==> src/rtl/kcl_pkg.sv <==
// Shared types and constants for the keypad code lock.
// Used by the decoder, the lock state logic, the top level and the checker.
`timescale 1ns / 1ps

package kcl_pkg;

    localparam int KEY_W  = 5;
    localparam int CHAR_W = 7;
    localparam int ACT_W  = 3;
    localparam int DIG_W  = 4;
    localparam int CNT_W  = 3;
    localparam int PASS_W = 24;

    localparam logic [PASS_W-1:0] PASS_RESET = 24'h123123;

    localparam logic [KEY_W-1:0] KEY_STAR = 5'd13;
    localparam logic [KEY_W-1:0] KEY_HASH = 5'd15;

    // display actions
    localparam logic [ACT_W-1:0] ACT_NONE     = 3'd0;
    localparam logic [ACT_W-1:0] ACT_ECHO     = 3'd1;
    localparam logic [ACT_W-1:0] ACT_LEFT     = 3'd2;
    localparam logic [ACT_W-1:0] ACT_RIGHT    = 3'd3;
    localparam logic [ACT_W-1:0] ACT_MATCHED  = 3'd4;
    localparam logic [ACT_W-1:0] ACT_MISMATCH = 3'd5;
    localparam logic [ACT_W-1:0] ACT_RELOCKED = 3'd6;

    typedef struct packed {
        logic              valid;
        logic              is_digit;
        logic              is_star;
        logic              is_hash;
        logic [DIG_W-1:0]  digit;
        logic [CHAR_W-1:0] ascii;
    } key_info_t;

    typedef struct packed {
        logic [ACT_W-1:0]  action;
        logic [CHAR_W-1:0] echo_char;
        logic              motor_on;
        logic [CNT_W-1:0]  digits_entered;
    } result_t;

endpackage

==> src/rtl/kcl_key_decode.sv <==
// Keypad key number decoder: ASCII character, digit value and key class.
// Depends on kcl_pkg.
`timescale 1ns / 1ps

module kcl_key_decode
    import kcl_pkg::*;
(
    input  logic [KEY_W-1:0] key_code,
    output key_info_t        info
);

    always_comb begin
        info          = '0;
        info.valid    = 1'b1;
        info.is_digit = 1'b1;
        case (key_code)
            5'd1:  begin info.digit = 4'd1; info.ascii = 7'd49; end
            5'd2:  begin info.digit = 4'd2; info.ascii = 7'd50; end
            5'd3:  begin info.digit = 4'd3; info.ascii = 7'd51; end
            5'd4:  begin info.is_digit = 1'b0; info.ascii = 7'd65; end
            5'd5:  begin info.digit = 4'd4; info.ascii = 7'd52; end
            5'd6:  begin info.digit = 4'd5; info.ascii = 7'd53; end
            5'd7:  begin info.digit = 4'd6; info.ascii = 7'd54; end
            5'd8:  begin info.is_digit = 1'b0; info.ascii = 7'd66; end
            5'd9:  begin info.digit = 4'd7; info.ascii = 7'd55; end
            5'd10: begin info.digit = 4'd8; info.ascii = 7'd56; end
            5'd11: begin info.digit = 4'd9; info.ascii = 7'd57; end
            5'd12: begin info.is_digit = 1'b0; info.ascii = 7'd67; end
            KEY_STAR: begin
                info.is_digit = 1'b0;
                info.is_star  = 1'b1;
                info.ascii    = 7'd42;
            end
            5'd14: begin info.digit = 4'd0; info.ascii = 7'd48; end
            KEY_HASH: begin
                info.is_digit = 1'b0;
                info.is_hash  = 1'b1;
                info.ascii    = 7'd35;
            end
            5'd16: begin info.is_digit = 1'b0; info.ascii = 7'd68; end
            default: begin
                // key number outside the pad: ignored, no echo
                info = '0;
            end
        endcase
    end

endmodule

==> src/rtl/kcl_lock_core.sv <==
// Lock state: entered digits, entry position and lock flag, with the
// per-key update and code compare. Depends on kcl_pkg.
`timescale 1ns / 1ps

module kcl_lock_core
    import kcl_pkg::*;
#(
    parameter int CODE_LENGTH = 6
) (
    input  logic              aclk,
    input  logic              aresetn,
    input  logic              step,
    input  key_info_t         info,
    input  logic [PASS_W-1:0] password,
    output result_t           result
);

    localparam int POS_W = (CODE_LENGTH > 1) ? $clog2(CODE_LENGTH) : 1;
    localparam logic [POS_W:0] LAST_POS = (POS_W + 1)'(CODE_LENGTH);

    logic [DIG_W-1:0] digits_reg  [CODE_LENGTH];
    logic [DIG_W-1:0] digits_next [CODE_LENGTH];
    logic [DIG_W-1:0] pass_nib    [CODE_LENGTH];
    logic [CODE_LENGTH-1:0] nib_eq;
    logic [POS_W-1:0] pos_reg, pos_next;
    logic             unlocked_reg, unlocked_next;
    logic [POS_W:0]   pos_inc;
    logic             write_en;
    logic             advance;
    logic [ACT_W-1:0] action;

    // nibble for position i sits at bit 4*(CODE_LENGTH-1-i); above the register reads as 0
    for (genvar i = 0; i < CODE_LENGTH; i++) begin : g_nib
        localparam int SH = 4 * (CODE_LENGTH - 1 - i);
        if (SH + DIG_W <= PASS_W) begin : g_in
            assign pass_nib[i] = password[SH +: DIG_W];
        end else begin : g_out
            assign pass_nib[i] = '0;
        end
        assign nib_eq[i] = (pass_nib[i] == digits_next[i]);
    end

    assign write_en = info.valid && !unlocked_reg && info.is_digit;
    assign pos_inc  = {1'b0, pos_reg} + 1'b1;

    always_comb begin
        for (int i = 0; i < CODE_LENGTH; i++) begin
            digits_next[i] = (write_en && pos_reg == POS_W'(i)) ? info.digit : digits_reg[i];
        end
    end

    always_comb begin
        pos_next      = pos_reg;
        unlocked_next = unlocked_reg;
        action        = ACT_NONE;
        advance       = 1'b0;
        if (info.valid) begin
            if (unlocked_reg) begin
                if (info.is_star) begin
                    unlocked_next = 1'b0;
                    pos_next      = '0;
                    action        = ACT_RELOCKED;
                end
            end else if (info.is_digit) begin
                advance = 1'b1;
                action  = ACT_ECHO;
            end else if (info.is_star) begin
                // backspace saturates at position zero
                if (pos_reg != '0) begin
                    pos_next = pos_reg - 1'b1;
                    action   = ACT_LEFT;
                end
            end else if (info.is_hash) begin
                advance = 1'b1;
                action  = ACT_RIGHT;
            end else begin
                action = ACT_ECHO;
            end
            if (advance) begin
                if (pos_inc >= LAST_POS) begin
                    pos_next = '0;
                    if (&nib_eq) begin
                        unlocked_next = 1'b1;
                        action        = ACT_MATCHED;
                    end else begin
                        action = ACT_MISMATCH;
                    end
                end else begin
                    pos_next = pos_inc[POS_W-1:0];
                end
            end
        end
    end

    always_ff @(posedge aclk) begin
        if (!aresetn) begin
            for (int i = 0; i < CODE_LENGTH; i++) begin
                digits_reg[i] <= '0;
            end
            pos_reg      <= '0;
            unlocked_reg <= 1'b0;
        end else if (step) begin
            digits_reg   <= digits_next;
            pos_reg      <= pos_next;
            unlocked_reg <= unlocked_next;
        end
    end

    always_comb begin
        result.action         = action;
        result.echo_char      = info.ascii;
        result.motor_on       = unlocked_next;
        result.digits_entered = CNT_W'({{CNT_W{1'b0}}, pos_next});
    end

endmodule

==> src/rtl/keypad_code_lock.sv <==
// Top level of the keypad code lock: stream ports, input and result registers,
// password register. Depends on kcl_pkg, kcl_key_decode and kcl_lock_core.
`timescale 1ns / 1ps

// Keypad code lock. Each request on s_ carries one 4x4 keypad key number and
// yields exactly one result on m_ (display action, echo character, motor
// state, entry position). The block takes one key per cycle while m_tready is
// high; a key passes through the input register and then the result register,
// with the whole state update and code compare done in the single
// combinational step between them. Both registers advance together:
// a new key is taken in the cycle the previous result leaves, and while m_tready
// stays low the block holds one waiting result and one key, then drops s_tready.
// The unlock code is written over the cfg_ port, which is always ready; write it
// only while no key is in flight. Reset code is 123123.
module keypad_code_lock
    import kcl_pkg::*;
#(
    parameter int CODE_LENGTH = 6
) (
    input  logic        aclk,
    input  logic        aresetn,
    input  logic        s_tvalid,
    output logic        s_tready,
    input  logic [7:0]  s_tdata,   // [4:0] key_code
    output logic        m_tvalid,
    input  logic        m_tready,
    output logic [15:0] m_tdata,   // [2:0] display_action, [9:3] echo_char,
                                   // [10] motor_on, [13:11] digits_entered
    input  logic        cfg_valid,
    output logic        cfg_ready,
    input  logic [23:0] cfg_data   // password_digits
);

    logic              in_valid_reg;
    logic [KEY_W-1:0]  in_key_reg;
    logic              out_valid_reg;
    result_t           out_reg;
    logic [PASS_W-1:0] pass_reg;
    logic              step;
    key_info_t         info;
    result_t           result;

    assign step      = in_valid_reg && (!out_valid_reg || m_tready);
    assign s_tready  = !in_valid_reg || step;
    assign cfg_ready = 1'b1;

    always_ff @(posedge aclk) begin
        if (!aresetn) begin
            in_valid_reg  <= 1'b0;
            out_valid_reg <= 1'b0;
            pass_reg      <= PASS_RESET;
        end else begin
            if (s_tready) begin
                in_valid_reg <= s_tvalid;
            end
            if (step) begin
                out_valid_reg <= 1'b1;
            end else if (m_tready) begin
                out_valid_reg <= 1'b0;
            end
            if (cfg_valid) begin
                pass_reg <= cfg_data;
            end
        end
    end

    always_ff @(posedge aclk) begin
        if (s_tready && s_tvalid) begin
            in_key_reg <= s_tdata[KEY_W-1:0];
        end
        if (step) begin
            out_reg <= result;
        end
    end

    kcl_key_decode u_decode (
        .key_code (in_key_reg),
        .info     (info)
    );

    kcl_lock_core #(
        .CODE_LENGTH (CODE_LENGTH)
    ) u_core (
        .aclk     (aclk),
        .aresetn  (aresetn),
        .step     (step),
        .info     (info),
        .password (pass_reg),
        .result   (result)
    );

    assign m_tvalid = out_valid_reg;
    assign m_tdata  = {2'b00, out_reg.digits_entered, out_reg.motor_on,
                       out_reg.echo_char, out_reg.action};

endmodule

==> config.mk <==
export PLATFORM = sky130hd
export DESIGN_NAME = keypad_code_lock
export DESIGN_NICKNAME = d
export VERILOG_FILES = /design/src/rtl/kcl_pkg.sv /design/src/rtl/kcl_key_decode.sv /design/src/rtl/kcl_lock_core.sv /design/src/rtl/keypad_code_lock.sv
export SDC_FILE = /design/constraint.sdc
export NUM_CORES = 1
export LEC_CHECK = 0
export BUFFER_PORTS_ARGS = -buffer_cell sky130_fd_sc_hd__buf_2
export CORE_UTILIZATION = 46
export CTS_BUF_LIST = sky130_fd_sc_hd__clkbuf_16
export CTS_CLUSTER_DIAMETER = 60
export DETAILED_ROUTE_END_ITERATION = 6
export PLACE_DENSITY = 0.67
export SETUP_SLACK_MARGIN = 0.3
export SYNTH_ARGS = -nofsm -noshare
export SYNTH_HDL_FRONTEND = slang
export SYNTH_SLANG_ARGS = --single-unit
export TNS_END_PERCENT = 100
==> constraint.sdc <==
create_clock -name aclk -period 8.45 [get_ports aclk]
set_clock_uncertainty 0.1 [all_clocks]
set_input_delay 0.4225 -clock aclk [delete_from_list [all_inputs] [get_ports aclk]]
set_output_delay 0.4225 -clock aclk [all_outputs]
set_load 0.01 [all_outputs]
; ---- Word level (Yosys, flattened, before mapping)
; Cells that the tools add are included.
[op_classes]
n_eq_ne = 27
n_mux = 42
reduce_logical = 21
addsub = 2
n_lt_le_gt_ge = 1
[ops]
columns = op, n
row1 = one-hot mux 7 bit (16 select lines), 1
row2 = 2-to-1 mux 3 bit, 14
row3 = == test 5 x 4 -> 1 bit (second input constant), 8
row4 = one-hot mux 4 bit (9 select lines), 1
row5 = == test 4 bit, 6
row6 = 2-to-1 mux 4 bit, 6
row7 = == test 5 x 3 -> 1 bit (second input constant), 4
row8 = 2-to-1 mux 1 bit, 18
row9 = OR reduction 16 bit, 1
row10 = == test 5 x 2 -> 1 bit (second input constant), 2
row11 = logical AND 1 bit, 10
row12 = OR reduction 10 bit, 1
row13 = == test 3 x 2 -> 1 bit (second input constant), 2
row14 = == test 3 bit (second input constant), 2
row15 = AND reduction 6 bit, 1
row16 = == test 5 x 1 -> 1 bit (second input constant), 1
row17 = == test 5 bit (second input constant), 1
row18 = adder 3 x 1 -> 4 bit (second input constant), 1
row19 = >= comparator 4 x 3 -> 1 bit (second input constant), 1
row20 = 2-to-1 mux 2 bit, 2
row21 = == test 3 x 1 -> 1 bit (second input constant), 1
row22 = logical NOT 1 bit, 3
row23 = logical NOT 3 bit, 1
row24 = nonzero test 3 bit, 1
row25 = 3 further kinds, 4
[word_totals]
word_cells = 109
register_bits = 73
output_inout_bits = 19
in_bits = 37

; ---- Logic depth before layout (Yosys ltp)
; Gate-level depths: netlist of the first run.
[depth]
ltp_word = 13
ltp_mapped = 12
ltp_nobuf = 9

; ---- Cells and area by module
; A second synthesis of the first run with hierarchy kept.
[unflattened]
cells_unflattened = 473
hier_area_um2 = 4160.2
[modules_own_cells]
columns = module, cells_each, seq_area_each_um2, n_inst, area_each_um2
row1 = kcl_lock_core, 322, 560.5, 1, 2290.9
row2 = keypad_code_lock, 110, 1091.0, 1, 1595.3
row3 = kcl_key_decode, 41, 0.0, 1, 274.0

; ---- Worst setup path after synthesis of the first run
; OpenSTA, ideal clock, no wires.
[synth_path]
path_kind = reg2reg
startpoint = register u_core.pos_reg[2]
endpoint = register out_reg, in the netlist m_tdata[0], data pin
n_path_buf = 2
path_slack_ns = 5.275
t_required_ns = 8.082
synth_period_minus_slack_ns = 3.175
t_arrival_ns = 2.807
setup_ns = 0.268
path_stages_with_launch = 12
path_cell_list = dfxtp_1 > clkbuf_1 > buf_1 > inv_1 > ha_1 > o21bai_1 > a221oi_1 > o21ai_0 > nor4b_1 > o2111ai_1 > nor4b_1 > a21oi_1
[synth_via]
elab_chain_cells = 8
word_cells_on_any_way = 30
classes_between = add/sub: 1 / order compare: 1 / eq/ne: 11 / mux: 9 / reduce/logical: 8
[synth_rtl]
columns = item, line_no
row1 = start: declaration, kcl_lock_core.sv:25  ; logic [POS_W-1:0] pos_reg, pos_next;
row2 = start signal: assignment, kcl_lock_core.sv:104  ; pos_reg <= pos_next;
row3 = == test 3 x 1 -> 1 bit (tied with other cells), kcl_lock_core.sv:48  ; digits_next[i] = (write_en && pos_reg == POS_W'(i)) ? info.digit : digits_reg[i];
row4 = logical AND 1 bit, kcl_lock_core.sv:48
row5 = 2-to-1 mux 4 bit, kcl_lock_core.sv:48
row6 = == test 4 bit, kcl_lock_core.sv:40  ; assign nib_eq[i] = (pass_nib[i] == digits_next[i]);
row7 = AND reduction 6 bit, kcl_lock_core.sv:82  ; if (&nib_eq) begin
row8 = 2-to-1 mux 1 bit, kcl_lock_core.sv:82
row9 = 2-to-1 mux 3 bit *, kcl_lock_core.sv:80  ; if (pos_inc >= LAST_POS) begin
row10 = 2-to-1 mux 3 bit *, kcl_lock_core.sv:79  ; if (advance) begin
row11 = end signal: assignment, keypad_code_lock.sv:72  ; out_reg <= result;
row12 = end: declaration, keypad_code_lock.sv:37  ; result_t out_reg;
; Every way passes the cells marked *; elsewhere a longest branch is shown, timed or not.
; A chain may end at the register's enable or synchronous reset.

; ---- Final worst setup path of the first run
; Same ends and word-level chain as after synthesis.

==> results of run 1 <==
per-stage QoR:
stage	hold slack, ns	power [mW]
finish	0.1602	0.9163
global route	0.1523	0.9524
CTS	0.1560	0.9224
detailed placement	0.3776	0.5085
global placement	0.3704	0.5063
floorplan	0.3567	0.4729
power by group through the flow:
stage,clock [mW],sequential (mW),combinational [mW]
after floorplan,0,0.391,0.0823
after global placement,0,0.401,0.106
after detailed placement,0,0.401,0.107
after CTS,0.421,0.393,0.108
after global routing,0.436,0.396,0.120
final,0.414,0.394,0.109
critical path, delay by kind of cell, from the launching register on:
kind	cells	cell delay, ns
simple gates	2	0.97
flops	1	0.87
buf+inv	1	0.20
compound gates	5	1.39
fa+ha+maj	1	0.35
cells in the mapped netlist, types with 7 or more instances:
cell type  instances
nor2b_1           35
inv_1             12
nand4_1            8
nand2_1           36
xnor2_1           27
dfxtp_1           54
edfxtp_1          19
a21oi_1           13
nand3_1           10
xor2_1             8
o31ai_1            7
mux2i_1           41
clkbuf_1          23
nor2_1            34
a21boi_0          17
o21ai_0           24
nor3_1             8
nand2b_1          11
worst paths after layout:
| path | cells past startpoint | slack (ns) | end |
|---|---|---|---|
| min reg2reg | 2 | 0.39 | u_core.digits_reg[11] |
| max | 9 | 4.31 | m_tdata[0] |
| min | 1 | 0.16 | in_key_reg[1] |
| max reg2reg | 9 | 4.31 | m_tdata[0] |
routing by layer:
layer | routed length, um | track usage | up-vias
li1 | - | - | 1799
met1 | 5336 | 0.3354 | 1805
met2 | 5238 | 0.3910 | 117
met3 | 670 | 0.05411 | 28
met4 | 343 | 0.1120 | 0
met5 | 0 | 0 | -
cell families (layout without fill, tap and decap cells):
family | Yosys count | after routing | share of synthesized area
buffers and inverters | 46 | 82 | 0.04560
multiplexers | 41 | 41 | 0.09406
AND/OR/NAND/NOR | 182 | 182 | 0.2334
other | 2 | 3 | 0.001721
AO/OA/AOI/OAI | 101 | 101 | 0.1592
flip-flops | 73 | 73 | 0.3786
adder cells (fa/ha/maj) | 6 | 6 | 0.01721
XOR/XNOR | 35 | 35 | 0.07026
cell type report:
type | count | area [um2] | area share
timing repair buffer | 54 | 282.8 | 0.05697
inverter | 12 | 45.04 | 0.009075
tap | 111 | 138.9 | 0.02798
clock inverter | 7 | 97.59 | 0.01966
sequential | 73 | 1652 | 0.3327
multi-input combinational | 368 | 2522 | 0.5082
clock buffer | 9 | 225.2 | 0.04537
cells in the final DEF, fill, tap and decap left out, types with 12 or more instances in the layout:
cell type / Yosys / layout
nor2_1: 34 / 34
buf_2: 6 / 49
nand2_1: 36 / 36
o21ai_0: 24 / 24
dfxtp_1: 54 / 54
xnor2_1: 27 / 27
nor2b_1: 35 / 35
edfxtp_1: 19 / 19
a21boi_0: 17 / 17
inv_1: 12 / 12
a21oi_1: 13 / 13
mux2i_1: 41 / 41
==> impl_metrics.yaml, run 1 <==
critical_path:
  crit_path_start_kind: "flop"
  cp_cell_sequence: "inv_1 -> ha_1 -> o21bai_1 -> a221oi_1 -> o21ai_0 -> nor4b_1 -> o2111ai_1 -> nor4b_1 -> a21oi_1"
  end_kind: "flop"
  worstPathRequired_ns: 8.41
  cpMaxStageDelayCell: "dfxtp_1"
  arrival_ns: 4.10
  crit_top_cell: "nor4b_1"
  critPathKind: "reg2reg"
  path_max_fanout: 19
  r2r_start: "u_core.pos_reg[2]"
  crit_start: "u_core.pos_reg[2]"
  critPathMaxStageDelay_ns: 0.87
floorplanning:
  initial_utilization: 0.4744
  dieWidth_um: 99.39
  die_h_um: 99.39
  row_count: 35
  coreArea_um2: 9196
  dieArea_um2: 9878
  io_pins: 56
placed_design:
  placed_area_um2: 4641
  dp_hpwl_um: 8403
  io_buffers: 49
  dp.cells: 618
  dp_slack_ns: 4.474
  gp_congestion: 0.9108
global_route:
  gr-total-overflow: 0
  grt_usage: 0.2512
  antenna_found_initial: 0
  grt_pass1_wl_um: 18940
  grt_pass1_vias: 3589
  grt_max_degree: 57
sta:
  fmax_mhz: 241.5
  rsz0062_at_grt: "false"
  worst_pin_slew_ns: 0.9257
  fin_ws_ns: 4.310
  setup-tns-final_ns: 0
  finalCritPeriodShare: 0.4899
  max_slew_margin: 0.3828
  finalCriticalPeriod_ns: 4.140
  hold_viol_final: 0
  slew_viol_final: 0
  finalSetupViolCount: 0
synthesis:
  yosysTopAreaCellShare: 0.2478
  synth-seq-cells: 73
  synth-edff-count: 19
  synth_area_per_cell_um2: 8.977
  synth_area_leaders: "dfxtp_1 25%, edfxtp_1 13%, mux2i_1 9.4%"
  syn_inst: 486
  netlist_area_um2: 4363
  synth_async_sr_flop_share: 0
  yosys_warnings: 0
  ys_seq_area_frac: 0.3785
  synth_cell_types: 66
  synth_top_cell_by_area: "dfxtp_1"
  synth_ff_type: "dfxtp_1"
min_path:
  min_from: "s_tdata[1]"
  hold_class: "in2reg"
power:
  p_seq_frac: 0.430
  p_int_mw: 0.6804
  switchingPower_mw: 0.2359
  vdd_drop_max_uv: 89.43
  comb_power_share: 0.118
  p_leak_nw: 1.839
  cellPowerDensity_nw_per_um2: 184.6
  sw_frac_of_total: 0.2574
  power.share.clock: 0.452
cts:
  clkSlewWorstSetupHoldPaths_ns: 0.06
  post_cts_resized: 0
  hold_buffers: 0
  tritoncts: "yes"
  cts_buffers: 9
  clk_path_buf_depth: 2
  h-tree-depth: 3
  cts_setup_buffers: 0
  root_buffer: "clkbuf_16"
  worstSkewPairLatency_ns: 0.34
  cts.sink_count: 73
routing:
  num_vias: 3749
  drt_wl_total_um: 11590
  vias_per_cell: 5.913
  drc: 0
  drt_iter0_drc: 169
  wl_per_cell_um: 18.28
  antenna_left: 0
  firstDrtPassIters: 5
job:
  max_cap_violations: 0
layout:
  num-fill-cells: 860
  fin_util: 0.5397
  diodes: 0
  area_delta_synth_final_pct: 13.77
  fin_area_um2: 4964
  fin_cells: 634
  drive_gt1_frac: 0.1549
  layout.nets: 561
run_status:
  status: "finished, final reports clean"
Note: power is estimated with default switching activity, not from simulation.
==> inputs of run 2 (changes only) <==
==> constraint.sdc (replaced) <==
create_clock -name aclk -period 4.1 [get_ports aclk]
set_clock_uncertainty 0.1 [all_clocks]
set_input_delay 0.205 -clock aclk [delete_from_list [all_inputs] [get_ports aclk]]
set_output_delay 0.205 -clock aclk [all_outputs]
set_load 0.01 [all_outputs]
==> run 2 against run 1 <==
- clock power rose by 93%
- register-to-register slack got worse by 3.6 ns
- first-iteration DRC count grew 67%
- critical endpoint unchanged
- sequential power increased by 100%
- utilization up 1.7 points
- maximum frequency up 21%
- routed wire length grew 1.0%
- via count grew 2.1%
- critical path type unchanged
- sequential share of layout area shrank 0.99 points
- worst setup slack got worse by 3.6 ns
==> impl_metrics.yaml, run 2 (same netlist as run 1, synthesis figures left out) <==
placed_design:
  placed_area_um2: 4702
  dp_hpwl_um: 8482
  io_buffers: 49
  gp_congestion: 0.9247
  dp.cells: 627
layout:
  final_cell_mix: "54 x dfxtp_1, 49 x buf_2, 41 x mux2i_1, 36 x nand2_1, 35 x nor2b_1"
  layout.nets: 581
  drive_gt1_frac: 0.1621
  area_delta_synth_final_pct: 17.26
  num-fill-cells: 865
  fin_area_um2: 5116
  diodes: 0
  fin_cells: 654
  final_common_cell: "dfxtp_1"
critical_path:
  end_kind: "flop"
  path_max_fanout: 8
  crit_path_start_kind: "flop"
  critPathKind: "reg2reg"
  worstPathRequired_ns: 4.06
  arrival_ns: 3.39
cts:
  root_buffer: "clkbuf_16"
  clk_path_buf_depth: 2
  h-tree-depth: 3
  cts.sink_count: 73
  cts_buffers: 9
  clkSlewWorstSetupHoldPaths_ns: 0.06
  worstSkewPairLatency_ns: 0.34
  tritoncts: "yes"
routing:
  drt_wl_total_um: 11700
  num_vias: 3828
  drc: 0
  vias_per_cell: 5.853
  antenna_left: 0
  drt_iter0_drc: 283
  firstDrtPassIters: 5
  wl_per_cell_um: 17.90
floorplanning:
  dieArea_um2: 9878
  coreArea_um2: 9196
  io_pins: 56
  die_h_um: 99.39
  initial_utilization: 0.4744
  dieWidth_um: 99.39
  row_count: 35
min_path:
  hold_class: "in2reg"
sta:
  fmax_mhz: 292.1
  finalSetupViolCount: 0
  rsz0062_at_grt: "false"
  worst_pin_slew_ns: 0.8374
  setup-tns-final_ns: 0
  whs_ns: 0.005248
  finalCritPeriodShare: 0.8350
  hold_viol_final: 0
  slew_viol_final: 0
  max_slew_margin: 0.4417
  finalCriticalPeriod_ns: 3.423
power:
  p_leak_nw: 1.923
  vdd_drop_max_uv: 197.6
  cellPowerDensity_nw_per_um2: 362.0
run_status:
  status: "finished, final reports clean"
global_route:
  grt_max_degree: 57
  grt_pass1_wl_um: 19460
  grt_usage: 0.2582
  antenna_found_initial: 0
  gr-total-overflow: 0
  grt_pass1_vias: 3687
job:
  max_cap_violations: 0
-- run 2: power breakdown --
group | switching (mW) | total (mW) | internal, mW
Clock | 0.299 | 0.801 | 0.502
Combinational | 0.137 | 0.246 | 0.109
Sequential | 0.0361 | 0.805 | 0.769
-- run 2: per-stage QoR --
stage / power (mW) / utilization / worst slack [ns]
after floorplan: 0.9747 / - / 0.9253
after global placement: 1.051 / 0.5113 / 0.7691
after detailed placement: 1.054 / 0.5113 / 0.7621
after CTS: 1.866 / 0.5563 / 0.7230
after global routing: 1.926 / 0.5563 / 0.3368
final: 1.852 / 0.5563 / 0.6767
-- run 2: final timing paths --
check	from	to	slack (ns)	cells past startpoint
setup reg to reg	u_core.pos_reg[0]	m_tdata[0]	0.68	9
setup / recovery	u_core.pos_reg[0]	m_tdata[0]	0.68	9
hold reg to reg	u_core.digits_reg[11]	u_core.digits_reg[11]	0.39	2
hold / removal	cfg_data[13]	pass_reg[13]	0.005	3
-- run 2: layer usage --
metal | vias up | wire length (um) | global-route usage
met5 | - | 0 | 0
met4 | 0 | 367 | 0.1165
met3 | 29 | 680 | 0.04427
met2 | 154 | 5403 | 0.4071
met1 | 1800 | 5253 | 0.3470
li1 | 1845 | - | -
-- run 2: repair_timing --
action / in CTS / in global routing
gates resized for setup: 0 / 0
setup buffers: 0 / 0
hold endpoints to repair: 11 / 0
hold buffers: 11 / 0
-- run 2: worst max-delay path, cell delays in order (launching register included) --
cell      delay (ns)
dfxtp_1         0.47
ha_1            0.20
ha_1            0.34
inv_1           0.16
nor4_1          0.46
mux2i_1         0.27
xnor2_1         0.10
a2111o_1        0.30
nor4b_1         0.60
a21oi_1         0.15
-- run 2: layout make-up --
| type | count | area (um2) | area share |
|---|---|---|---|
| flip-flops and latches | 73 | 1652 | 0.3228 |
| clock inverters | 6 | 53.80 | 0.01052 |
| inverters | 12 | 45.04 | 0.008804 |
| repair buffers | 74 | 460.4 | 0.09000 |
| clock buffers | 10 | 250.2 | 0.04891 |
| multi-input cells | 368 | 2516 | 0.4918 |
| well taps | 111 | 138.9 | 0.02715 |
